[config.mk]
export PLATFORM = sky130hd
export DESIGN_NAME = mlpf_lane
export DESIGN_NICKNAME = d
export VERILOG_FILES = /design/src/rtl/assert_macros.svh /design/src/rtl/mlpf_pkg.sv /design/src/rtl/mlpf_lane.sv
export SDC_FILE = /design/constraint.sdc
export NUM_CORES = 1
export LEC_CHECK = 0
export BUFFER_PORTS_ARGS = -buffer_cell sky130_fd_sc_hd__buf_2
export CAP_MARGIN = 5
export CORE_MARGIN = 4
export CORE_UTILIZATION = 55
export CTS_CLUSTER_DIAMETER = 50
export DETAILED_ROUTE_END_ITERATION = 10
export MAX_ROUTING_LAYER = met4
export PLACE_DENSITY_LB_ADDON = 0.2
export SYNTH_ARGS = -nofsm -noshare
export SYNTH_HDL_FRONTEND = slang
export SYNTH_SLANG_ARGS = --single-unit
[constraint.sdc]
create_clock -name clock -period 6.15 [get_ports clock]
set_clock_uncertainty 0.2 [all_clocks]
set_input_delay 0 -clock clock [delete_from_list [all_inputs] [get_ports clock]]
set_output_delay 0 -clock clock [all_outputs]
set_load 0.02 [all_outputs]
[src/rtl/assert_macros.svh]
// Assertion helpers used by the top-level RTL file.
`ifndef ASSERT_MACROS_SVH
`define ASSERT_MACROS_SVH

// Clocked implication check, disabled while reset is high.
`define ASSERT_CLK(label, clk, rst, prop, msg) \
   label: assert property (@(posedge clk) disable iff (rst) (prop)) else $error(msg);

// Signal must hold no more than one set bit.
`define ASSERT_ONEHOT0(label, clk, rst, sig, msg) \
   label: assert property (@(posedge clk) disable iff (rst) $onehot0(sig)) else $error(msg);

`endif

[src/rtl/mlpf_pkg.sv]
// ----------------------------------------------------------------------------
// mlpf_pkg
// Shared types and fixed-point constants of the MLP forward-inference block.
// ----------------------------------------------------------------------------
package mlpf_pkg;

   localparam int FEATURE_WIDTH = 16;
   localparam int VALUE_WIDTH   = 24;
   localparam int ACC_WIDTH     = 48;
   localparam int FRAC_BITS     = 12;
   localparam int MAX_INPUTS    = 5;
   localparam int INDEX_WIDTH   = 7;
   localparam logic signed [VALUE_WIDTH-1:0] VALUE_MAX = 24'sh7FFFFF;
   localparam logic signed [VALUE_WIDTH-1:0] VALUE_MIN = 24'sh800000;

   localparam logic MODE_WRITE = 1'b0;
   localparam logic MODE_INFER = 1'b1;

   // Sequencer states.
   typedef enum logic [2:0] {
      ST_IDLE,
      ST_FETCH,
      ST_MAC,
      ST_STORE,
      ST_EMIT
   } state_type;

   // Control sent from the sequencer to the lane array.
   typedef struct packed {
      logic clear;
      logic mac;
   } lane_ctrl_type;

   // Floor shift by the fraction bits, then saturate to the value range.
   function automatic logic signed [VALUE_WIDTH-1:0] rescale(
      input logic signed [ACC_WIDTH-1:0] acc);
      logic signed [ACC_WIDTH-FRAC_BITS-1:0] s;
      s = acc[ACC_WIDTH-1:FRAC_BITS];
      if (s > 36'sd8388607) begin
         return VALUE_MAX;
      end else if (s < -36'sd8388608) begin
         return VALUE_MIN;
      end
      return s[VALUE_WIDTH-1:0];
   endfunction

endpackage

[src/rtl/mlpf_lane.sv]
// ----------------------------------------------------------------------------
// mlpf_lane
// One multiply-accumulate lane: a combinational product feeds a registered 48-bit sum.
// ----------------------------------------------------------------------------
module mlpf_lane #(
   parameter int WEIGHT_WIDTH = 16
) (
   input  logic                                    clock,
   input  mlpf_pkg::lane_ctrl_type                 ctrl,
   input  logic signed [mlpf_pkg::VALUE_WIDTH-1:0] operand,
   input  logic signed [WEIGHT_WIDTH-1:0]          weight,
   output logic signed [mlpf_pkg::VALUE_WIDTH-1:0] result
);

   localparam int PROD_WIDTH = mlpf_pkg::VALUE_WIDTH + WEIGHT_WIDTH;

   logic signed [mlpf_pkg::ACC_WIDTH-1:0] acc_ff, acc_in;
   logic signed [PROD_WIDTH-1:0]          prod;

   // Product is exact; the sum wraps at the accumulator width.
   always_comb begin
      prod   = PROD_WIDTH'(operand) * PROD_WIDTH'(weight);
      acc_in = acc_ff;
      if (ctrl.clear) begin
         acc_in = '0;
      end else if (ctrl.mac) begin
         acc_in = acc_ff + mlpf_pkg::ACC_WIDTH'(prod);
      end
   end

   always_ff @(posedge clock) begin
      acc_ff <= acc_in;
   end

   assign result = mlpf_pkg::rescale(acc_ff);

endmodule
### Yosys cells after proc, flatten, opt, wreduce, memory -nomap -nowiden

Index checks and enable logic that the tools add are counted.

| storage, ports and cells | value |
|---|---|
| register bits after elaboration | 48 |
| input bits | 43 |
| output and inout port bits | 24 |
| word-level logic and storage cells | 10 |

| operators by class | value |
|---|---|
| add/sub/neg operators | 1 |
| multiply operators | 1 |
| $lt $le $gt $ge | 2 |
| muxes and demuxes | 5 |

Operators with widths:

| cell | number |
|---|---|
| 24-bit two-way mux | 3 |
| 48-bit by 40-bit adder with 48-bit output | 1 |
| 24-bit by 16-bit multiplier with 40-bit output | 1 |
| 36-bit by 24-bit greater-than comparator with 1-bit output, second input constant | 1 |
| 36-bit by 24-bit less-than comparator with 1-bit output, second input constant | 1 |
| 1-bit two-way mux | 2 |

### Longest topological paths before layout

Gate-level depths: netlist of run 1.

| depth | value |
|---|---|
| depth after elaboration | 4 |
| depth in mapped cells | 26 |
| mapped depth without buffers | 24 |

### Worst setup path after synthesis of run 1

No wires, ideal clock.

| timing path | value |
|---|---|
| kind | in2reg |
| start point | input port operand[23] (netlist bit) |
| end point | register acc_ff[45] (netlist bit) |
| setup time | 0.128 ns |
| data arrival time | 6.121 ns |
| data required time | 5.822 ns |
| slack | -0.298 ns |
| cell stages on the path | 25 |
| path buffers | 1 |
| cells stage by stage | clkbuf_1 > nand2_1 > inv_1 > fa_1 > inv_1 > fa_1 > inv_1 > fa_1 > inv_1 > fa_1 > inv_1 > fa_1 > inv_1 > fa_1 > inv_1 > ha_1 > nand4_1 > nor2_1 > a211o_1 > a21o_1 > a21oi_1 > o31ai_1 > xor2_1 > mux2i_1 > nor2_1 |

| between the ends | value |
|---|---|
| cells in the longest elaborated chain, start to end | 2 |

Ends and longest elaborated chain:

| element | RTL line | RTL |
|---|---|---|
| from (decl) | mlpf_lane.sv:10 | `input logic signed [mlpf_pkg::VALUE_WIDTH-1:0] operand,` |
| 24-bit by 16-bit multiplier with 40-bit output | mlpf_lane.sv:22 | `prod = PROD_WIDTH'(operand) * PROD_WIDTH'(weight);` |
| 48-bit by 40-bit adder with 48-bit output | mlpf_lane.sv:27 | `acc_in = acc_ff + mlpf_pkg::ACC_WIDTH'(prod);` |
| to (signal assigned) | mlpf_lane.sv:32 | `acc_ff <= acc_in;` |
| to (decl) | mlpf_lane.sv:17 | `logic signed [mlpf_pkg::ACC_WIDTH-1:0] acc_ff, acc_in;` |

Every way passes these cells.
A chain may end at the register's enable or synchronous reset.

### Worst setup path in the final report of run 1

| timing path | value |
|---|---|
| start point | input port weight[6] |
| end point | register acc_ff[47] (netlist bit) |

| between the ends | value |
|---|---|
| cells in the longest elaborated chain, start to end | 2 |

Ends and longest elaborated chain:

| element | RTL line | RTL |
|---|---|---|
| from (decl) | mlpf_lane.sv:11 | `input logic signed [WEIGHT_WIDTH-1:0] weight,` |
| 24-bit by 16-bit multiplier with 40-bit output | mlpf_lane.sv:22 |  |
| 48-bit by 40-bit adder with 48-bit output | mlpf_lane.sv:27 |  |

Every way passes these cells.

==> results of run 1 <==
-- critical path, delay by kind of cell --
family                     cells  cell delay [ns]
and+or+nand+nor                4             0.85
buffers and inverters          6             0.61
AOI/OAI and AO/OA              6             1.21
adders and majority gates      7             3.24
-- metal layers --
metal | share of wire (%) | routed length (um)
met5 | 0 | 0
met4 | 2.2 | 984
met3 | 4.1 | 1840
met2 | 52 | 23600
met1 | 42 | 18800
-- path summary, 6_finish.rpt --
check                to  startpoint  cells past startpoint
max          acc_ff[47]   weight[6]                     23
min          acc_ff[45]     ctrl[1]                      3
max reg2reg  acc_ff[43]  acc_ff[15]                     20
min reg2reg  acc_ff[32]  acc_ff[32]                      1
-- stage by stage --
step           TNS, ns  utilization (%)
2_1_floorplan        0                -
3_3_place_gp    -0.920             62.4
4_1_cts              0             62.9
5_1_grt        -0.0672             63.5
3_5_place_dp     -1.63             62.4
6_report             0             63.5
-- area by class of cell --
class | instances | area share (%)
inverter | 493 | 8.87
clock buffer | 6 | 0.665
timing repair buffer | 250 | 9.06
tap | 442 | 2.65
sequential | 48 | 4.60
multi-input combinational | 1395 | 74.0
clock inverter | 2 | 0.186
-- cell families after synthesis --
group | Yosys count
adders and majority gates | 581
buffers and inverters | 580
and+or+nand+nor | 554
AOI/OAI and AO/OA | 184
DFF | 48
xor gates and xnor gates | 45
muxes | 31
-- what timing repair did --
item	CTS	global route
endpoints found under the setup margin	1	16
buffers inserted	1	2
pin swaps	1	9
gates cloned	0	0
resized for setup	1	53
-- cells in the mapped netlist (all sizes together), types with 3 or more instances --
cell type,instances
nand2,231
o22ai,3
nor2,75
o21a,3
mux2i,31
nor3b,3
nand4,17
nor2b,5
xnor2,27
fa,450
nand2b,13
a311oi,4
or3,4
ha,131
dfxtp,48
nand3,16
o21ai,27
nor4,7
a21o,43
inv,493
o211ai,4
o31ai,6
buf,15
a31oi,7
o311ai,3
a21oi,54
xor2,18
and2,164
clkbuf,72
nor3,8
o21bai,13
-- cell usage in the layout, fill, tap and decap left out, types with 6 or more instances in the layout --
cell      netlist  final
nand4_1        17     17
buf_12          0      9
mux2i_1        31     31
xor2_1         18     18
a31oi_1         7      6
buf_2           8     50
nand2b_1       13     13
xnor2_1        27     27
a21o_1         43     43
o21ai_0        20     19
clkbuf_4        0      9
fa_1          450    445
nand3_1        16     15
buf_4           0    176
ha_1          131    127
dfxtp_1        48     48
o21ai_1         6      7
nand2_1       231    229
a21oi_1        53     49
inv_1         493    490
o21bai_1       13     13
and2_1        164    164
nor3_1          8      7
nor2_1         75     75
==> impl_metrics.json, run 1 <==
{
  "status": "complete, no violations",
  "timing.setup.critical_path_class": "in -> reg",
  "floorplan.initialDensity_pct": 56.2,
  "port_buffers": 66,
  "synth-main-ff-cell": "dfxtp_1",
  "area_taken_by_flip_flops_and_latches_um2": 961,
  "worst-slew-pin-transition_ns": 1.02,
  "synth-seq-cells": 48,
  "synth_edf_count": 0,
  "die_w_um": 191,
  "finalHoldViolCount": 0,
  "synth_adder_area_share_pct": 57.6,
  "layout_setup_ws_ns": 0.204,
  "antenna_found_initial": 0,
  "top_register": "acc_ff",
  "core_region_area_mm2": 0.0329,
  "synth_nets": 2647,
  "drc": 0,
  "synth-xor-area-share_pct": 2.13,
  "cells_taking_the_most_area_after_synthesis": "fa_1, inv_1, ha_1, and2_1, dfxtp_1",
  "cts_tree": "done",
  "hold_path_class": "in -> reg",
  "grt_max_degree": 57,
  "syn-cell-area_mm2": 0.0185,
  "preCtsSetupSlack_ns": -0.288,
  "synthDominantAreaCellType": "fa_1",
  "setup.reg_to_reg.worst_slack_ns": 0.45,
  "hold_slack_ns": 0.0715,
  "cp.arrival_ns": 5.93,
  "flip_flop_count_of_the_largest_register_after_layout": 48,
  "synth-warning-count": 0,
  "clockRootBuffer": "clkbuf_16",
  "cp_slowest_cell": "fa_1",
  "row_count": 66,
  "insertion_delay_ns": 0.30,
  "grt_overall_usage_pct": 26.9,
  "grt_pass1_wl_mm": 76.9,
  "crit_fanout": 20,
  "cts_num_sinks": 48,
  "cap_viol_max_count": 0,
  "cpPeakStageDelay_ns": 0.52,
  "drive_above_1_share_pct": 13.6,
  "gr-total-overflow": 0,
  "routed_wire_length_per_instance_um": 17.2,
  "place.detailed.hpwl_mm": 39.9,
  "crit_required_ns": 6.14,
  "synth_cell_types": 64,
  "placement.cell_area_mm2": 0.0205,
  "globalplace.congestion": 0.878,
  "number_of_placed_instances_taps_included": 2625,
  "detail_route.vias_per_cell": 5.29,
  "postRouteAntennaNets": 0,
  "cp-end-kind": "register",
  "gr-usage-met2_pct": 47.3,
  "stdcell_area_mm2": 0.0209,
  "layout_worst_path_cycle_share_pct": 96.7,
  "die-height_um": 191,
  "number_of_setup_violations_in_the_final_report": 0,
  "clock_transition_at_the_registers_of_the_reported_paths_ns": 0.07,
  "groute.layer.met1.usage_pct": 34.3,
  "cts_inserted_buffers": 5,
  "detailedRoute.firstPassIterationCount": 5,
  "drt_iter0_markers": 864,
  "largestRegisters": "acc_ff: 48 flops",
  "dieArea_mm2": 0.0366,
  "areaGrowthSynthToFinish_pct": 13.0,
  "start_kind": "input pin",
  "fin_nets": 2817,
  "synthCells": 2023,
  "asyncSetResetFlopFracSynth_pct": 0,
  "io_pins": 67,
  "max_freq_mhz": 168,
  "period_minus_slack_ns": 5.95,
  "synth_largest_type_area_fraction_pct": 48.8,
  "synth_sequential_area_ratio_pct": 5.20,
  "clock_tree.buffer_depth": 2,
  "crit_path_cell_trace": "clkbuf_4 > and2_1 > fa_1 > inv_1 > fa_1 > fa_1 > inv_1 > fa_1 > fa_1 > inv_1 > fa_1 > inv_1 > ha_1 > a21oi_1 > o21ai_1 > nor2_1 > a311oi_4 > nor4_4 > buf_4 > o31ai_4 > a221oi_2 > nor3b_1 > a221o_1",
  "htree_levels": 2,
  "cts-hold-fix-buffers": 0,
  "totalWireLength_mm": 45.2,
  "area_of_the_multi_input_gates_mm2": 0.0154,
  "grt.busiest_layer": "met2",
  "layout.cells.non_filler": 2636,
  "vias": 13939,
  "grt_pass1_vias": 15526,
  "maxSlewViolCount": 0,
  "synth-compound-area-share_pct": 6.71,
  "critical-path-top-cell-by-count": "fa_1",
  "yosys-mux-area-fraction_pct": 1.68,
  "max-slew-margin-rel_pct": 31.7,
  "n_antenna_cell": 0,
  "globalRouteMet3Util_pct": 2.19,
  "synth_area_per_cell_um2": 9.13,
  "num-fill-cells": 2757,
  "synth_simple_gate_area_share_pct": 14.7,
  "main_combinational_cell_family_by_area_after_synthesis": "adder cells"
}
Power of run 1 is not shown: default switching activity piles up to over one toggle a cycle in this logic, so the estimate is an artifact.
==> run 2, diff against run 1 <==
PLACE_DENSITY = 0.83   (was not set)
PLACE_DENSITY_LB_ADDON = not set   (was 0.2)
==> run 2 against run 1 <==
Net effect: wire length is 2.1% higher; sequential cell count stayed put; critical endpoint unchanged; design area shrank 0.30%; hold slack gained 0.013 ns; non-clock buffer count fell by 13; worst setup slack worse by 0.051 ns; global-route usage is 0.40 points higher; fmax decreased by 0.85%; first-iteration DRC count fell by 5.8%; count of clock-buffer cells in the layout unchanged.
==> impl_metrics.json, run 2 (synthesis gave the netlist of run 1 again) <==
{
  "status": "complete, no violations",
  "cp.arrival_ns": 5.99,
  "postRouteAntennaNets": 0,
  "place.detailed.hpwl_mm": 39.9,
  "crit_required_ns": 6.14,
  "setup.reg_to_reg.worst_slack_ns": 0.54,
  "cts_tree": "done",
  "grt_max_degree": 57,
  "number_of_setup_violations_in_the_final_report": 0,
  "share_of_the_core_filled_with_cells_in_the_final_layout_pct": 63.3,
  "worstSetupStartpoint": "weight[10]",
  "layout_setup_ws_ns": 0.153,
  "layout_worst_path_cycle_share_pct": 97.5,
  "row_count": 66,
  "area_of_the_multi_input_gates_mm2": 0.0154,
  "clock_transition_at_the_registers_of_the_reported_paths_ns": 0.07,
  "area_taken_by_flip_flops_and_latches_um2": 961,
  "cts-hold-fix-buffers": 0,
  "insertion_delay_ns": 0.31,
  "cap_viol_max_count": 0,
  "placement.cell_area_mm2": 0.0205,
  "routed_wire_length_per_instance_um": 17.6,
  "core_region_area_mm2": 0.0329,
  "max-slew-margin-rel_pct": 27.9,
  "start_kind": "input pin",
  "top_register": "acc_ff",
  "worst_r2r_startpoint": "acc_ff[15]",
  "clockRootBuffer": "clkbuf_16",
  "cp_slowest_cell": "fa_1",
  "period_minus_slack_ns": 6.00,
  "timing.setup.critical_path_class": "in -> reg",
  "gr-total-overflow": 0,
  "clock_tree.buffer_depth": 2,
  "cts_num_sinks": 48,
  "crit_fanout": 12,
  "cpPeakStageDelay_ns": 0.56,
  "floorplan.initialDensity_pct": 56.2,
  "largestRegisters": "acc_ff: 48 flops",
  "worst_setup_path_endpoint": "acc_ff[47]",
  "antenna_found_initial": 0,
  "totalWireLength_mm": 46.2,
  "drc": 0,
  "vias": 14303,
  "critical-path-top-cell-by-count": "fa_1",
  "flip_flop_count_of_the_largest_register_after_layout": 48,
  "detailedRoute.firstPassIterationCount": 5,
  "hold_path_class": "in -> reg",
  "die-height_um": 191,
  "detail_route.vias_per_cell": 5.45,
  "fin_nets": 2804,
  "worst_r2r_path_depth": 19,
  "areaGrowthSynthToFinish_pct": 12.6,
  "num-fill-cells": 2623,
  "number_of_placed_instances_taps_included": 2614,
  "crit_path_cell_trace": "clkbuf_4 > buf_12 > nand2_1 > fa_1 > inv_1 > fa_1 > fa_1 > fa_1 > fa_1 > inv_1 > fa_1 > inv_1 > ha_1 > and4_4 > and4_1 > a22oi_2 > a311oi_4 > nor4_4 > o31ai_4 > a221oi_2 > nor3b_1 > a221o_1",
  "drt_iter0_markers": 814,
  "preCtsSetupSlack_ns": -0.365,
  "maxSlewViolCount": 0,
  "port_buffers": 66,
  "r2r-end": "acc_ff[47]",
  "htree_levels": 2,
  "layout.cells.non_filler": 2623,
  "grt_overall_usage_pct": 27.3,
  "drive_above_1_share_pct": 13.2,
  "grt_pass1_vias": 16351,
  "dieArea_mm2": 0.0366,
  "worst-slew-pin-transition_ns": 1.08,
  "die_w_um": 191,
  "max_freq_mhz": 167,
  "cts_inserted_buffers": 5,
  "n_antenna_cell": 0,
  "final_common_cell": "inv_1",
  "grt_pass1_wl_mm": 78.1,
  "io_pins": 67,
  "stdcell_area_mm2": 0.0208,
  "leading_cell_types_in_the_layout_fill_and_taps_excluded": "inv_1, fa_1, nand2_1",
  "globalplace.congestion": 0.938,
  "cp-end-kind": "register",
  "finalHoldViolCount": 0
}
## run 2: cell count changes in the layout (fill, tap and decap cells not counted), sizes merged
cell / change
clkbuf: +2
buf: -15
## run 2: metal layers
layer / global-route usage (%) / wire [um] / up-vias
li1: - / - / 6339
met1: 32.9 / 17800 / 7291
met2: 47.4 / 23900 / 542
met3: 4.18 / 2960 / 131
met4: 8.67 / 1510 / 0
met5: - / 0 / -
## run 2: worst min-delay path by stage
stage               startpoint    endpoint  cells after the start
finish                 ctrl[1]   acc_ff[6]                      3
global route           ctrl[1]  acc_ff[10]                      3
CTS                    ctrl[1]  acc_ff[45]                      3
detailed placement   acc_ff[0]   acc_ff[0]                      2
global placement     acc_ff[0]   acc_ff[0]                      2
floorplan              ctrl[1]  acc_ff[40]                      3
## run 2: final cells by class
class	count	share of cell area, %
clock buffers	6	0.619
clock inverters	2	0.168
inverters	493	8.89
multi-input cells	1395	74.2
flip-flops and latches	48	4.62
well taps	442	2.66
repair buffers	237	8.81
## run 2: critical path: cells and delay by family
| family | cells | cell delay, ns |
|---|---|---|
| AO/OA/AOI/OAI | 5 | 1.01 |
| buffers and inverters | 5 | 0.54 |
| adder cells (fa/ha/maj) | 7 | 3.40 |
| AND/OR/NAND/NOR | 5 | 1.00 |
## run 2: repair_timing
action,CTS,global route
setup endpoints to repair,1,14
gates resized for setup,7,41
buffers inserted,0,1
pin swaps,1,12
## run 2: through the flow
stage	TNS (ns)	hold WS, ns
2_1_floorplan	0	0.0164
3_3_place_gp	-1.10	0.282
3_5_place_dp	-2.46	0.295
4_1_cts	0	0.0981
5_1_grt	-0.0708	0.122
6_report	0	0.0846
Power of run 2 is left out for the same reason.
